<file path="src/rtl/sdac_pkg.sv">
// Shared types and constants for the sliding delayed autocorrelator.
`timescale 1ns / 1ps
package sdac_pkg;

  localparam int SAMPLE_W  = 16;
  localparam int CORR_W    = 41;
  localparam int WIN_W     = 9;
  localparam int LAG_W     = 11;
  localparam int CFG_W     = 11;
  localparam int REG_IDX_W = 2;
  localparam int FRAC      = 30;

  localparam logic [REG_IDX_W-1:0] REG_WINDOW_LEN = 2'd0;
  localparam logic [REG_IDX_W-1:0] REG_LAG        = 2'd1;
  localparam logic [REG_IDX_W-1:0] REG_NORMALIZE  = 2'd2;
  localparam logic [REG_IDX_W-1:0] REG_CONJ       = 2'd3;

  typedef enum logic [1:0] {
    F_IDLE,
    F_READ2,
    F_ADD,
    F_PUSH
  } front_state_t;

  typedef enum logic [1:0] {
    SRC_NEW,
    SRC_MEM,
    SRC_ZERO
  } src_t;

  typedef enum logic [2:0] {
    N_IDLE,
    N_MULP,
    N_MULS,
    N_DIV,
    N_SQRT,
    N_OUT
  } norm_state_t;

endpackage

</file>
<file path="src/rtl/sdac_queue.sv">
// Two-entry request queue between the front end and the normalizer.
`timescale 1ns / 1ps
module sdac_queue #(
  parameter int WIDTH = 194
) (
  input  logic             clk,
  input  logic             rst,
  input  logic             push,
  input  logic [WIDTH-1:0] push_data,
  output logic             full,
  input  logic             pop,
  output logic [WIDTH-1:0] pop_data,
  output logic             empty
);
  import sdac_pkg::*;

  logic [WIDTH-1:0] slots [2];
  logic             wr_ptr, rd_ptr;
  logic [1:0]       count;

  assign full     = (count == 2'd2);
  assign empty    = (count == 2'd0);
  assign pop_data = slots[rd_ptr];

  always_ff @(posedge clk) begin
    if (push) slots[wr_ptr] <= push_data;
  end

  always_ff @(posedge clk) begin
    if (rst) begin
      wr_ptr <= 1'b0;
      rd_ptr <= 1'b0;
      count  <= 2'd0;
    end else begin
      if (push) wr_ptr <= ~wr_ptr;
      if (pop) rd_ptr <= ~rd_ptr;
      if (push && !pop) count <= count + 2'd1;
      else if (pop && !push) count <= count - 2'd1;
    end
  end

endmodule

</file>
<file path="config.mk">
export PLATFORM = sky130hd
export DESIGN_NAME = sdac_queue
export DESIGN_NICKNAME = d
export VERILOG_FILES = /design/src/rtl/sdac_pkg.sv /design/src/rtl/sdac_queue.sv
export SDC_FILE = /design/constraint.sdc
export NUM_CORES = 1
export LEC_CHECK = 0
export ABC_AREA = 1
export BUFFER_PORTS_ARGS = -buffer_cell sky130_fd_sc_hd__buf_2
export CORE_AREA = 10 10 269 206
export DETAILED_ROUTE_END_ITERATION = 12
export DIE_AREA = 0 0 279 216
export HOLD_SLACK_MARGIN = 0.1
export SYNTH_ARGS = -nofsm -noshare
export SYNTH_HDL_FRONTEND = slang
export SYNTH_SLANG_ARGS = --single-unit
</file>
<file path="constraint.sdc">
create_clock -name clk -period 11.65 [get_ports clk]
set_clock_uncertainty 0.15 [all_clocks]
set_input_delay 1.7475 -clock clk [delete_from_list [all_inputs] [get_ports clk]]
set_output_delay 1.7475 -clock clk [all_outputs]
set_load 0.05 [all_outputs]
</file>
==> metrics.cfg <==
[clocking]
cts.htree.levels=2
clkLatencyLatePin_ns=0.53
cts_tree=done
clockBufferDepth=3
cts_resized=0
cts_setup_buffers=0
root_buffer=clkbuf_16
cts_sinks=393
hold_buffers=0
cts_buffers=40
path_clk_slew_ns=0.06

[setup_path]
crit_slowest_cell=buf_4
reg2reg_setup_slack_ns=8.83
crit_fanout=56
crit_chain=buf_4, buf_4, mux2_4, buf_2
path_class=reg2out
cpMostUsedCell=buf_4
critPathCaptureType=output port
worst_path_largest_cell_delay_ns=0.86
worstPathArrival_ns=3.64
startpoint_type=flop
required_ns=9.75

[worst_hold_path]
hold_path_class=reg2reg

[timing]
hold_viol_final=0
slew_headroom_pct=27.0
setup_tns_ns=0
setup_violations=0
slew_violations=0
worst_pin_slew_ns=1.09
fmax_ghz=0.181
whs_ns=0.355
fin_crit_ns=5.54
rsz0062_at_grt=false
setup_ws_ns=6.11
post-route-period-util_pct=47.5

[status]
status=finished clean

[synthesis]
netlist_area_mm2=0.0149
synth_top_area_share_pct=78.2
synth_cells=637
seq_area_frac_synth_pct=78.9
synth_fp_nets=836
ys_ff_latch=393
ys_top_cells_by_area=edfxtp_1, mux2_4, mux2_2, buf_6, dfxtp_1
ys_warn_count=0
synth_area_per_cell_um2=23.4
yosys.cell_types.count=17
synth_area_leader_cell=edfxtp_1

[route]
finalWirelength_mm=33.8
route.detailed.drc=0
via_per_inst=4.18
drt-initial-drc-count=536
ant_nets=0
wl_per_cell_um=19.4
num_vias=7297
dr.pass1.iters=6

[floorplan]
die-area_mm2=0.0603
start_util_pct=29.8
die_h_um=216
core_area_mm2=0.0499
std_cell_rows=71
die_x_um=279
io_pins=394

[cells_and_area]
final_util_pct=37.6
fin_nets=1256
areaGrowthSynthToFinish_pct=25.9
layout_common_cells=buf_2, edfxtp_1, mux2_4, clkbuf_16, mux2_2
antenna_cells=0
layout_commonest_cell=buf_2
drive_gt1_share_pct=60.2
final_cell_count_no_fill=1744

[grt]
grt_overflow_total=0
grt_first_pass_wirelength_mm=50.4
grt_usage_pct=10.9
grt_pass1_vias=8065
antenna_found_initial=1
grt_max_degree=129

[power_and_ir_drop]
max-vdd-ir-drop_uv=102
leakagePower_uw=0.00727
power_density_mw_per_mm2=184

[placement]
portBuffers=393
hpwl_mm=23.7
place.gp.congestion=0.726
dp_slack_ns=6.64
dpl.cell_count=1672

[flow_run]
maxCapViolations=0

-- area by class of cell --
type / instances / area, um2
multi-input combinational: 213 / 2890
clock inverter: 20 / 134
inverter: 9 / 41.3
clock buffer: 52 / 1100
tap: 657 / 822
sequential: 393 / 11800
fill: 4619 / 31200
timing repair buffer: 400 / 2020
-- path summary, 6_finish.rpt --
| kind | startpoint | endpoint | cells after the start |
|---|---|---|---|
| worst min register to register | rd_ptr | flop | 2 |
| worst max-delay path | flop | pop_data[64] | 4 |
| worst max register to register | wr_ptr | slots[1][38] | 3 |
| worst min-delay path | rd_ptr | flop | 2 |
-- cell usage after synthesis --
cell type  number
buf_2           3
nor3_1          1
nand2_1         5
o21ai_0         1
buf_8           1
a21oi_1         1
xnor2_1         1
mux2_4        160
inv_1           9
buf_6          18
dfxtp_1         5
nor2_1          7
nand3_1         1
nand4_1         1
mux2_2         34
ha_1            1
edfxtp_1      388
-- kinds of logic after synthesis --
| kind of cell | Yosys count | synth area share [%] |
|---|---|---|
| buf+inv | 31 | 1.79 |
| simple gates | 15 | 0.412 |
| fa+ha+maj | 1 | 0.0840 |
| flops | 393 | 78.9 |
| mux | 194 | 18.7 |
| compound gates | 2 | 0.0671 |
| xor+xnor | 1 | 0.0588 |
-- flip-flops by register name, summed over array words and instances, names as in the netlist, named ones only --
name,cells
rd_ptr,1
count,2
slots,388
wr_ptr,1
-- critical path: cells and delay by family, from the launching register on --
family                 cells  cell delay (ns)
buffers and inverters      3             1.89
flip-flops                 1             0.67
multiplexers               1             0.36
-- per-stage QoR --
stage	total power [uW]	cell area [um2]
floorplan	2150	14900
global placement	2270	17500
detailed placement	2280	17500
CTS	3500	18800
global route	3590	18800
finish	3440	18800
-- report_power, final --
part	internal [uW]	total, uW	switching (uW)
clock network	688	1200	515
registers	1640	1660	23.7
logic	181	576	395
total	2510	3440	933
-- metal layers --
layer / share of wire (%) / vias to the layer above / track usage (%)
met3: 7.0 / 50 / 3.55
met5: 0.035 / - / 0
met2: 49 / 250 / 18.2
li1: - / 3366 / -
met1: 42 / 3629 / 13.1
met4: 2.0 / 2 / 3.13
Note: power is estimated with default switching activity, not from simulation.
