===== config.mk =====
export PLATFORM = sky130hd
export DESIGN_NAME = sdac_norm
export DESIGN_NICKNAME = d
export VERILOG_FILES = /design/src/rtl/sdac_pkg.sv /design/src/rtl/sdac_norm.sv
export SDC_FILE = /design/constraint.sdc
export NUM_CORES = 2
export LEC_CHECK = 0
export BUFFER_PORTS_ARGS = -buffer_cell sky130_fd_sc_hd__buf_2
export CORE_ASPECT_RATIO = 0.75
export CORE_MARGIN = 4
export CORE_UTILIZATION = 25
export CTS_BUF_LIST = sky130_fd_sc_hd__clkbuf_8
export DETAILED_ROUTE_END_ITERATION = 12
export PLACE_DENSITY = 0.38
export SETUP_SLACK_MARGIN = 0.02
export SLEW_MARGIN = 20
export SYNTH_ARGS = -nofsm -noshare
export SYNTH_HDL_FRONTEND = slang
export SYNTH_SLANG_ARGS = --single-unit

===== constraint.sdc =====
create_clock -name clk -period 13.7 [get_ports clk]
set_clock_uncertainty 0.05 [all_clocks]
set_input_delay 0.685 -clock clk [delete_from_list [all_inputs] [get_ports clk]]
set_output_delay 0.685 -clock clk [all_outputs]
set_load 0.02 [all_outputs]

===== src/rtl/sdac_pkg.sv =====
// Shared types and constants for the sliding delayed autocorrelator.
`timescale 1ns / 1ps
package sdac_pkg;

  localparam int SAMPLE_W  = 16;
  localparam int CORR_W    = 41;
  localparam int WIN_W     = 9;
  localparam int LAG_W     = 11;
  localparam int CFG_W     = 11;
  localparam int REG_IDX_W = 2;
  localparam int FRAC      = 30;

  localparam logic [REG_IDX_W-1:0] REG_WINDOW_LEN = 2'd0;
  localparam logic [REG_IDX_W-1:0] REG_LAG        = 2'd1;
  localparam logic [REG_IDX_W-1:0] REG_NORMALIZE  = 2'd2;
  localparam logic [REG_IDX_W-1:0] REG_CONJ       = 2'd3;

  typedef enum logic [1:0] {
    F_IDLE,
    F_READ2,
    F_ADD,
    F_PUSH
  } front_state_t;

  typedef enum logic [1:0] {
    SRC_NEW,
    SRC_MEM,
    SRC_ZERO
  } src_t;

  typedef enum logic [2:0] {
    N_IDLE,
    N_MULP,
    N_MULS,
    N_DIV,
    N_SQRT,
    N_OUT
  } norm_state_t;

endpackage


===== src/rtl/sdac_norm.sv =====
// Back end: optional normalization by serial multiply, divide and square root.
`timescale 1ns / 1ps
module sdac_norm #(
  parameter int SUM_W = 41,
  parameter int EN_W  = 40
) (
  input  logic                                 clk,
  input  logic                                 rst,
  input  logic                                 normalize,
  input  logic                                 q_empty,
  output logic                                 q_pop,
  input  logic [2*sdac_pkg::SAMPLE_W-1:0]      q_passed,
  input  logic signed [SUM_W-1:0]              q_sum_re,
  input  logic signed [SUM_W-1:0]              q_sum_im,
  input  logic [EN_W-1:0]                      q_en_early,
  input  logic [EN_W-1:0]                      q_en_late,
  output logic                                 out_valid,
  input  logic                                 out_stall,
  output logic signed [sdac_pkg::SAMPLE_W-1:0] passed_re,
  output logic signed [sdac_pkg::SAMPLE_W-1:0] passed_im,
  output logic signed [sdac_pkg::CORR_W-1:0]   corr_re,
  output logic signed [sdac_pkg::CORR_W-1:0]   corr_im,
  output logic                                 energy_zero
);
  import sdac_pkg::*;

  localparam int OP_W  = (SUM_W > EN_W) ? SUM_W : EN_W;
  localparam int PW    = 2 * OP_W;
  localparam int QB    = 2 * FRAC + 1;
  localparam int RAD_W = 2 * (FRAC + 1);
  localparam int RT_W  = FRAC + 1;
  localparam int SQ_W  = FRAC + 5;
  localparam int CNT_W = $clog2(((OP_W > QB) ? OP_W : QB) + 1);

  norm_state_t state, state_next;

  logic [2*SAMPLE_W-1:0]     w_passed;
  logic [SUM_W-1:0]          mag_re, mag_im;
  logic                      neg_re, neg_im, comp;
  logic [PW-1:0]             mc, acc, pdiv, acc_sum;
  logic [OP_W-1:0]           mp;
  logic [PW:0]               rem, rem_sub, rem_keep;
  logic                      ge;
  logic [QB-1:0]             q, q_next;
  logic [RAD_W-1:0]          rad;
  logic [RT_W-1:0]           root, root_next;
  logic [SQ_W-1:0]           srem, srem_sh, srem_next, trial;
  logic [CNT_W-1:0]          cnt;
  logic signed [CORR_W-1:0]  res_re, res_im, root_signed;
  logic                      res_ez, load_out, head_zero;

  function automatic logic [SUM_W-1:0] mag_of(input logic signed [SUM_W-1:0] s);
    return s[SUM_W-1] ? $unsigned(-s) : $unsigned(s);
  endfunction

  assign head_zero = (q_en_early == '0) || (q_en_late == '0);
  assign load_out  = (state == N_OUT) && (!out_valid || !out_stall);

  always_ff @(posedge clk) begin
    if (rst) begin
      state <= N_IDLE;
    end else begin
      state <= state_next;
    end
  end

  always_comb begin
    state_next = state;
    q_pop      = 1'b0;
    unique case (state)
      N_IDLE: begin
        q_pop = !q_empty;
        if (!q_empty) begin
          if (!normalize || head_zero) state_next = N_OUT;
          else state_next = N_MULP;
        end
      end
      N_MULP: if (cnt == '0) state_next = N_MULS;
      N_MULS: if (cnt == '0) state_next = N_DIV;
      N_DIV:  if (cnt == '0) state_next = N_SQRT;
      N_SQRT: if (cnt == '0) state_next = comp ? N_OUT : N_MULS;
      N_OUT:  if (load_out) state_next = N_IDLE;
      default: state_next = N_IDLE;
    endcase
  end

  // One step of each serial unit.
  always_comb begin
    acc_sum   = acc + (mp[0] ? mc : '0);
    rem_sub   = rem - {1'b0, pdiv};
    ge        = (rem >= {1'b0, pdiv});
    rem_keep  = ge ? rem_sub : rem;
    q_next    = {q[QB-2:0], ge};
    srem_sh   = {srem[SQ_W-3:0], rad[RAD_W-1:RAD_W-2]};
    trial     = SQ_W'({root, 2'b01});
    if (srem_sh >= trial) begin
      srem_next = srem_sh - trial;
      root_next = {root[RT_W-2:0], 1'b1};
    end else begin
      srem_next = srem_sh;
      root_next = {root[RT_W-2:0], 1'b0};
    end
    root_signed = (comp ? neg_im : neg_re) ? -CORR_W'(root_next) : CORR_W'(root_next);
  end

  always_ff @(posedge clk) begin
    unique case (state)
      N_IDLE: begin
        w_passed <= q_passed;
        mag_re   <= mag_of(q_sum_re);
        mag_im   <= mag_of(q_sum_im);
        neg_re   <= q_sum_re[SUM_W-1];
        neg_im   <= q_sum_im[SUM_W-1];
        comp     <= 1'b0;
        mc       <= PW'(q_en_early);
        mp       <= OP_W'(q_en_late);
        acc      <= '0;
        cnt      <= CNT_W'(OP_W - 1);
        if (!normalize) begin
          res_re <= CORR_W'(q_sum_re);
          res_im <= CORR_W'(q_sum_im);
          res_ez <= 1'b0;
        end else begin
          res_re <= '0;
          res_im <= '0;
          res_ez <= head_zero;
        end
      end
      N_MULP, N_MULS: begin
        acc <= acc_sum;
        mc  <= mc << 1;
        mp  <= mp >> 1;
        cnt <= cnt - CNT_W'(1);
        if (cnt == '0) begin
          if (state == N_MULP) begin
            pdiv <= acc_sum;
            mc   <= PW'(mag_re);
            mp   <= OP_W'(mag_re);
            acc  <= '0;
            cnt  <= CNT_W'(OP_W - 1);
          end else begin
            rem <= (PW + 1)'(acc_sum);
            q   <= '0;
            cnt <= CNT_W'(QB - 1);
          end
        end
      end
      N_DIV: begin
        rem <= rem_keep << 1;
        q   <= q_next;
        cnt <= cnt - CNT_W'(1);
        if (cnt == '0) begin
          rad  <= RAD_W'(q_next);
          srem <= '0;
          root <= '0;
          cnt  <= CNT_W'(RT_W - 1);
        end
      end
      N_SQRT: begin
        rad  <= rad << 2;
        srem <= srem_next;
        root <= root_next;
        cnt  <= cnt - CNT_W'(1);
        if (cnt == '0) begin
          if (comp) begin
            res_im <= root_signed;
          end else begin
            res_re <= root_signed;
            comp   <= 1'b1;
            mc     <= PW'(mag_im);
            mp     <= OP_W'(mag_im);
            acc    <= '0;
            cnt    <= CNT_W'(OP_W - 1);
          end
        end
      end
      default: begin
      end
    endcase
  end

  // Output register.
  always_ff @(posedge clk) begin
    if (rst) begin
      out_valid <= 1'b0;
    end else if (load_out) begin
      out_valid <= 1'b1;
    end else if (!out_stall) begin
      out_valid <= 1'b0;
    end
  end

  always_ff @(posedge clk) begin
    if (load_out) begin
      passed_re   <= w_passed[SAMPLE_W-1:0];
      passed_im   <= w_passed[2*SAMPLE_W-1:SAMPLE_W];
      corr_re     <= res_re;
      corr_im     <= res_im;
      energy_zero <= res_ez;
    end
  end

endmodule


==> reports/qor.txt <==
Util after Layout: 29.4%
Mapped Cells: 4457
RSZ-0062 raised after global routing: false
FFs w/ async S/R, synth: 0%
Post-synth top area cell: edfxtp_1
Flop-to-flop setup slack: 7.97 ns
Commonest non-fill, non-tap cell in the layout: edfxtp_1
First-pass GRT wire length: 247 mm
H-Tree Depth: 4
Layout cells sized above 1: 12.5%
Min-Delay Path Class: in -> reg
Largest net degree at the start of global routing: 125
Crit-path leading delay family: compound AO/OA/AOI/OAI gates
Highest-delay cell along the critical path: a41oi_1
Final setup fails: 0
FF-to-FF path depth: 18
Drc violations: 0
Die Span X: 515 um
Number of synthesized flops with an enable pin: 877
Worst reg2reg path startpoint: root[0]
Routed length per placed instance: 22.6 um
HPWL Detailed: 125 mm
Mapped cell area: 0.0482 mm2
WP depth: 18
Nets: 5231
Vias/cell: 4.84
Syn. warnings: 0
Worst skew pair latency: 0.89 ns
Synth unique cells: 80
Max cap viols: 0
Area Overhead vs Synth: 16.9%
Critical path launch point type: flop
Sink Count: 881
Gr usage total: 16.6%
Crit-path max cell delay: 0.67 ns
Int Pwr: 6.24 mW
Clock power frac: 24.4%
Critical path arrival: 6.41 ns
Register area: 0.0264 mm2
RR Endpoint: res_re[30]
Max frequency: 0.175 GHz
Peak supply drop: 0.123 mV
Switch share: 37.4%
FF+latch count, synth: 881
Hold Fails Final Rpt: 0
Initial DRC Count: 3026
Post-route cell area: 0.0563 mm2
Setup TNS: 0 ns
Synth area leaders: edfxtp_1, ha_1, nand2_1
Post-DRT Antenna Nets: 0
Slew margin rel.: 17.6%
Initial antenna violation count: 52
Initial core utilization: 25.2%
Syn_nets: 4858
Die Ht: 388 um
Status: completed
GRT Residual Overflow: 0
Most frequent cells in the layout: edfxtp_1, nand2_1, nor2_1, a21oi_1, buf_2
Via count: 36400
Synthesized area per cell: 10.8 um2
Top cell type's share of synthesized area: 54.7%
WHS: 0.105 ns
Core box area: 0.191 mm2
CTS tree: built
Clock slew at reported path FFs: 0.07 ns
Worst path required time: 14.38 ns
Gpl congestion: 0.832
Slew of the pin with the lowest slew margin: 1.23 ns
Crit-path most repeated cell: o21ai_0
Dpl cell area: 0.0526 mm2
Prevailing post-synth register cell: edfxtp_1
Multi-input logic area: 0.0202 mm2
Root buf cell: clkbuf_8
Fin. max-slew vios: 0
Worst hold start: q_en_late[24]
Buf/Inv on CP: 1
Power per cell area: 177 mW/mm2
Critical path class: reg -> reg
Die area: 0.200 mm2
Crit path cell chain: inv_1 -> ha_1 -> o21ai_0 -> a21boi_0 -> o21ai_0 -> a21boi_0 -> a31o_2 -> a41oi_1 -> o21ai_0 -> a221oi_4 -> ha_1 -> nand3_1 -> nor2_1 -> and2_1 -> a21oi_1 -> xnor2_1 -> nor2_1 -> a21o_1
Sequential area share after synthesis: 54.8%
Post-Route WL: 170 mm
Port Buf Inserts: 315
Final Critical Period: 5.73 ns
Core Rows: 139
CTS Buf Count: 158
Fill count: 20000
Min-Delay Path Depth: 2
Vias in the first global route: 35500
CP Capture Type: flop
Setup bufs post-CTS: 0
Worst hold endpoint: mp[24]
Sw power: 3.73 mW
Static leakage: 22.5 nW
CP max FO: 7
Combinational fraction of design power: 32.2%
Final period utilization: 41.8%
Pre-antenna DRT Iters: 5
Sequential power share: 43.4%
Top Ports: 316
Maximum clock path buffer count: 3
synth_stat cells, drive strengths merged, types with 69 or more instances:
master and number:
ha 200, edfxtp 877, xnor2 195, clkbuf 204
and3 72, nand4 69, nand2 489, xor2 75
a21oi 322, a21o 152, a221o 88, inv 234
nor2 345, o21ai 220, and2 186
worst max-delay path by stage:
stage,start,to,slack [ns]
floorplan,cnt[2],q[0],1.45
global placement,mp[0],rem[78],7.71
detailed placement,mp[0],rem[78],7.52
CTS,mp[0],rem[78],7.50
global route,root[0],res_im[24],7.56
finish,root[0],res_re[30],7.97
cell type report:
class	count	share of cell area (%)
tap	2538	5.64
timing repair buffer	426	4.63
clock buffer	159	3.89
multi-input combinational	3129	35.9
inverter	234	1.56
clock inverter	131	1.33
antenna	21	0.0933
sequential	881	46.9
power by group through the flow:
stage / combinational (mW) / clock [mW] / sequential (mW)
4_1_cts: 3.23 / 2.53 / 4.34
5_1_grt: 3.57 / 2.66 / 4.39
6_report: 3.21 / 2.43 / 4.33
3_5_place_dp: 3.21 / 0 / 4.38
2_1_floorplan: 2.05 / 0 / 4.39
3_3_place_gp: 3.21 / 0 / 4.38
through the flow:
stage	setup WS [ns]	std cells	power, mW
2_1_floorplan	1.45	4457	6.45
3_3_place_gp	7.71	7141	7.60
3_5_place_dp	7.52	7141	7.58
4_1_cts	7.50	7497	10.1
5_1_grt	7.56	7503	10.6
6_report	7.97	7519	9.97
routing by layer:
layer  wire, um  vias to the layer above  global-route usage (%)
met5         27                        -                       0
met4       4060                        4                    4.09
met3      10500                      268                    3.68
met2      69400                      950                    23.3
met1      86200                    17800                    25.4
li1           -                    17300                       -
logic make-up after synthesis:
| family | after synthesis | share of synthesized area [%] |
|---|---|---|
| AOI/OAI and AO/OA | 1159 | 16.1 |
| adders and majority gates | 202 | 5.28 |
| and+or+nand+nor | 1465 | 14.7 |
| buffers and inverters | 447 | 3.48 |
| muxes | 33 | 0.701 |
| xor gates and xnor gates | 270 | 4.91 |
| DFF | 881 | 54.8 |
registers in the layout (all words and copies together) (netlist names), 3 cells and up:
signal and count:
q 60, acc 82, srem 33, corr_re 41, mc 82, rad 62, w_passed 32, passed_im 16
root 31, passed_re 16, corr_im 41, cnt 6, mag_im 41, res_im 41, state 3, mag_re 41
pdiv 82, mp 41, rem 83, res_re 41
what timing repair did:
| item | 4_1_cts | 5_1_grt |
|---|---|---|
| hold buffers | 66 | 0 |
| endpoints found under the hold margin | 71 | 0 |
| resized for setup | 0 | 0 |
| setup endpoints to repair | 0 | 0 |
(Power assumes the default switching activity.)
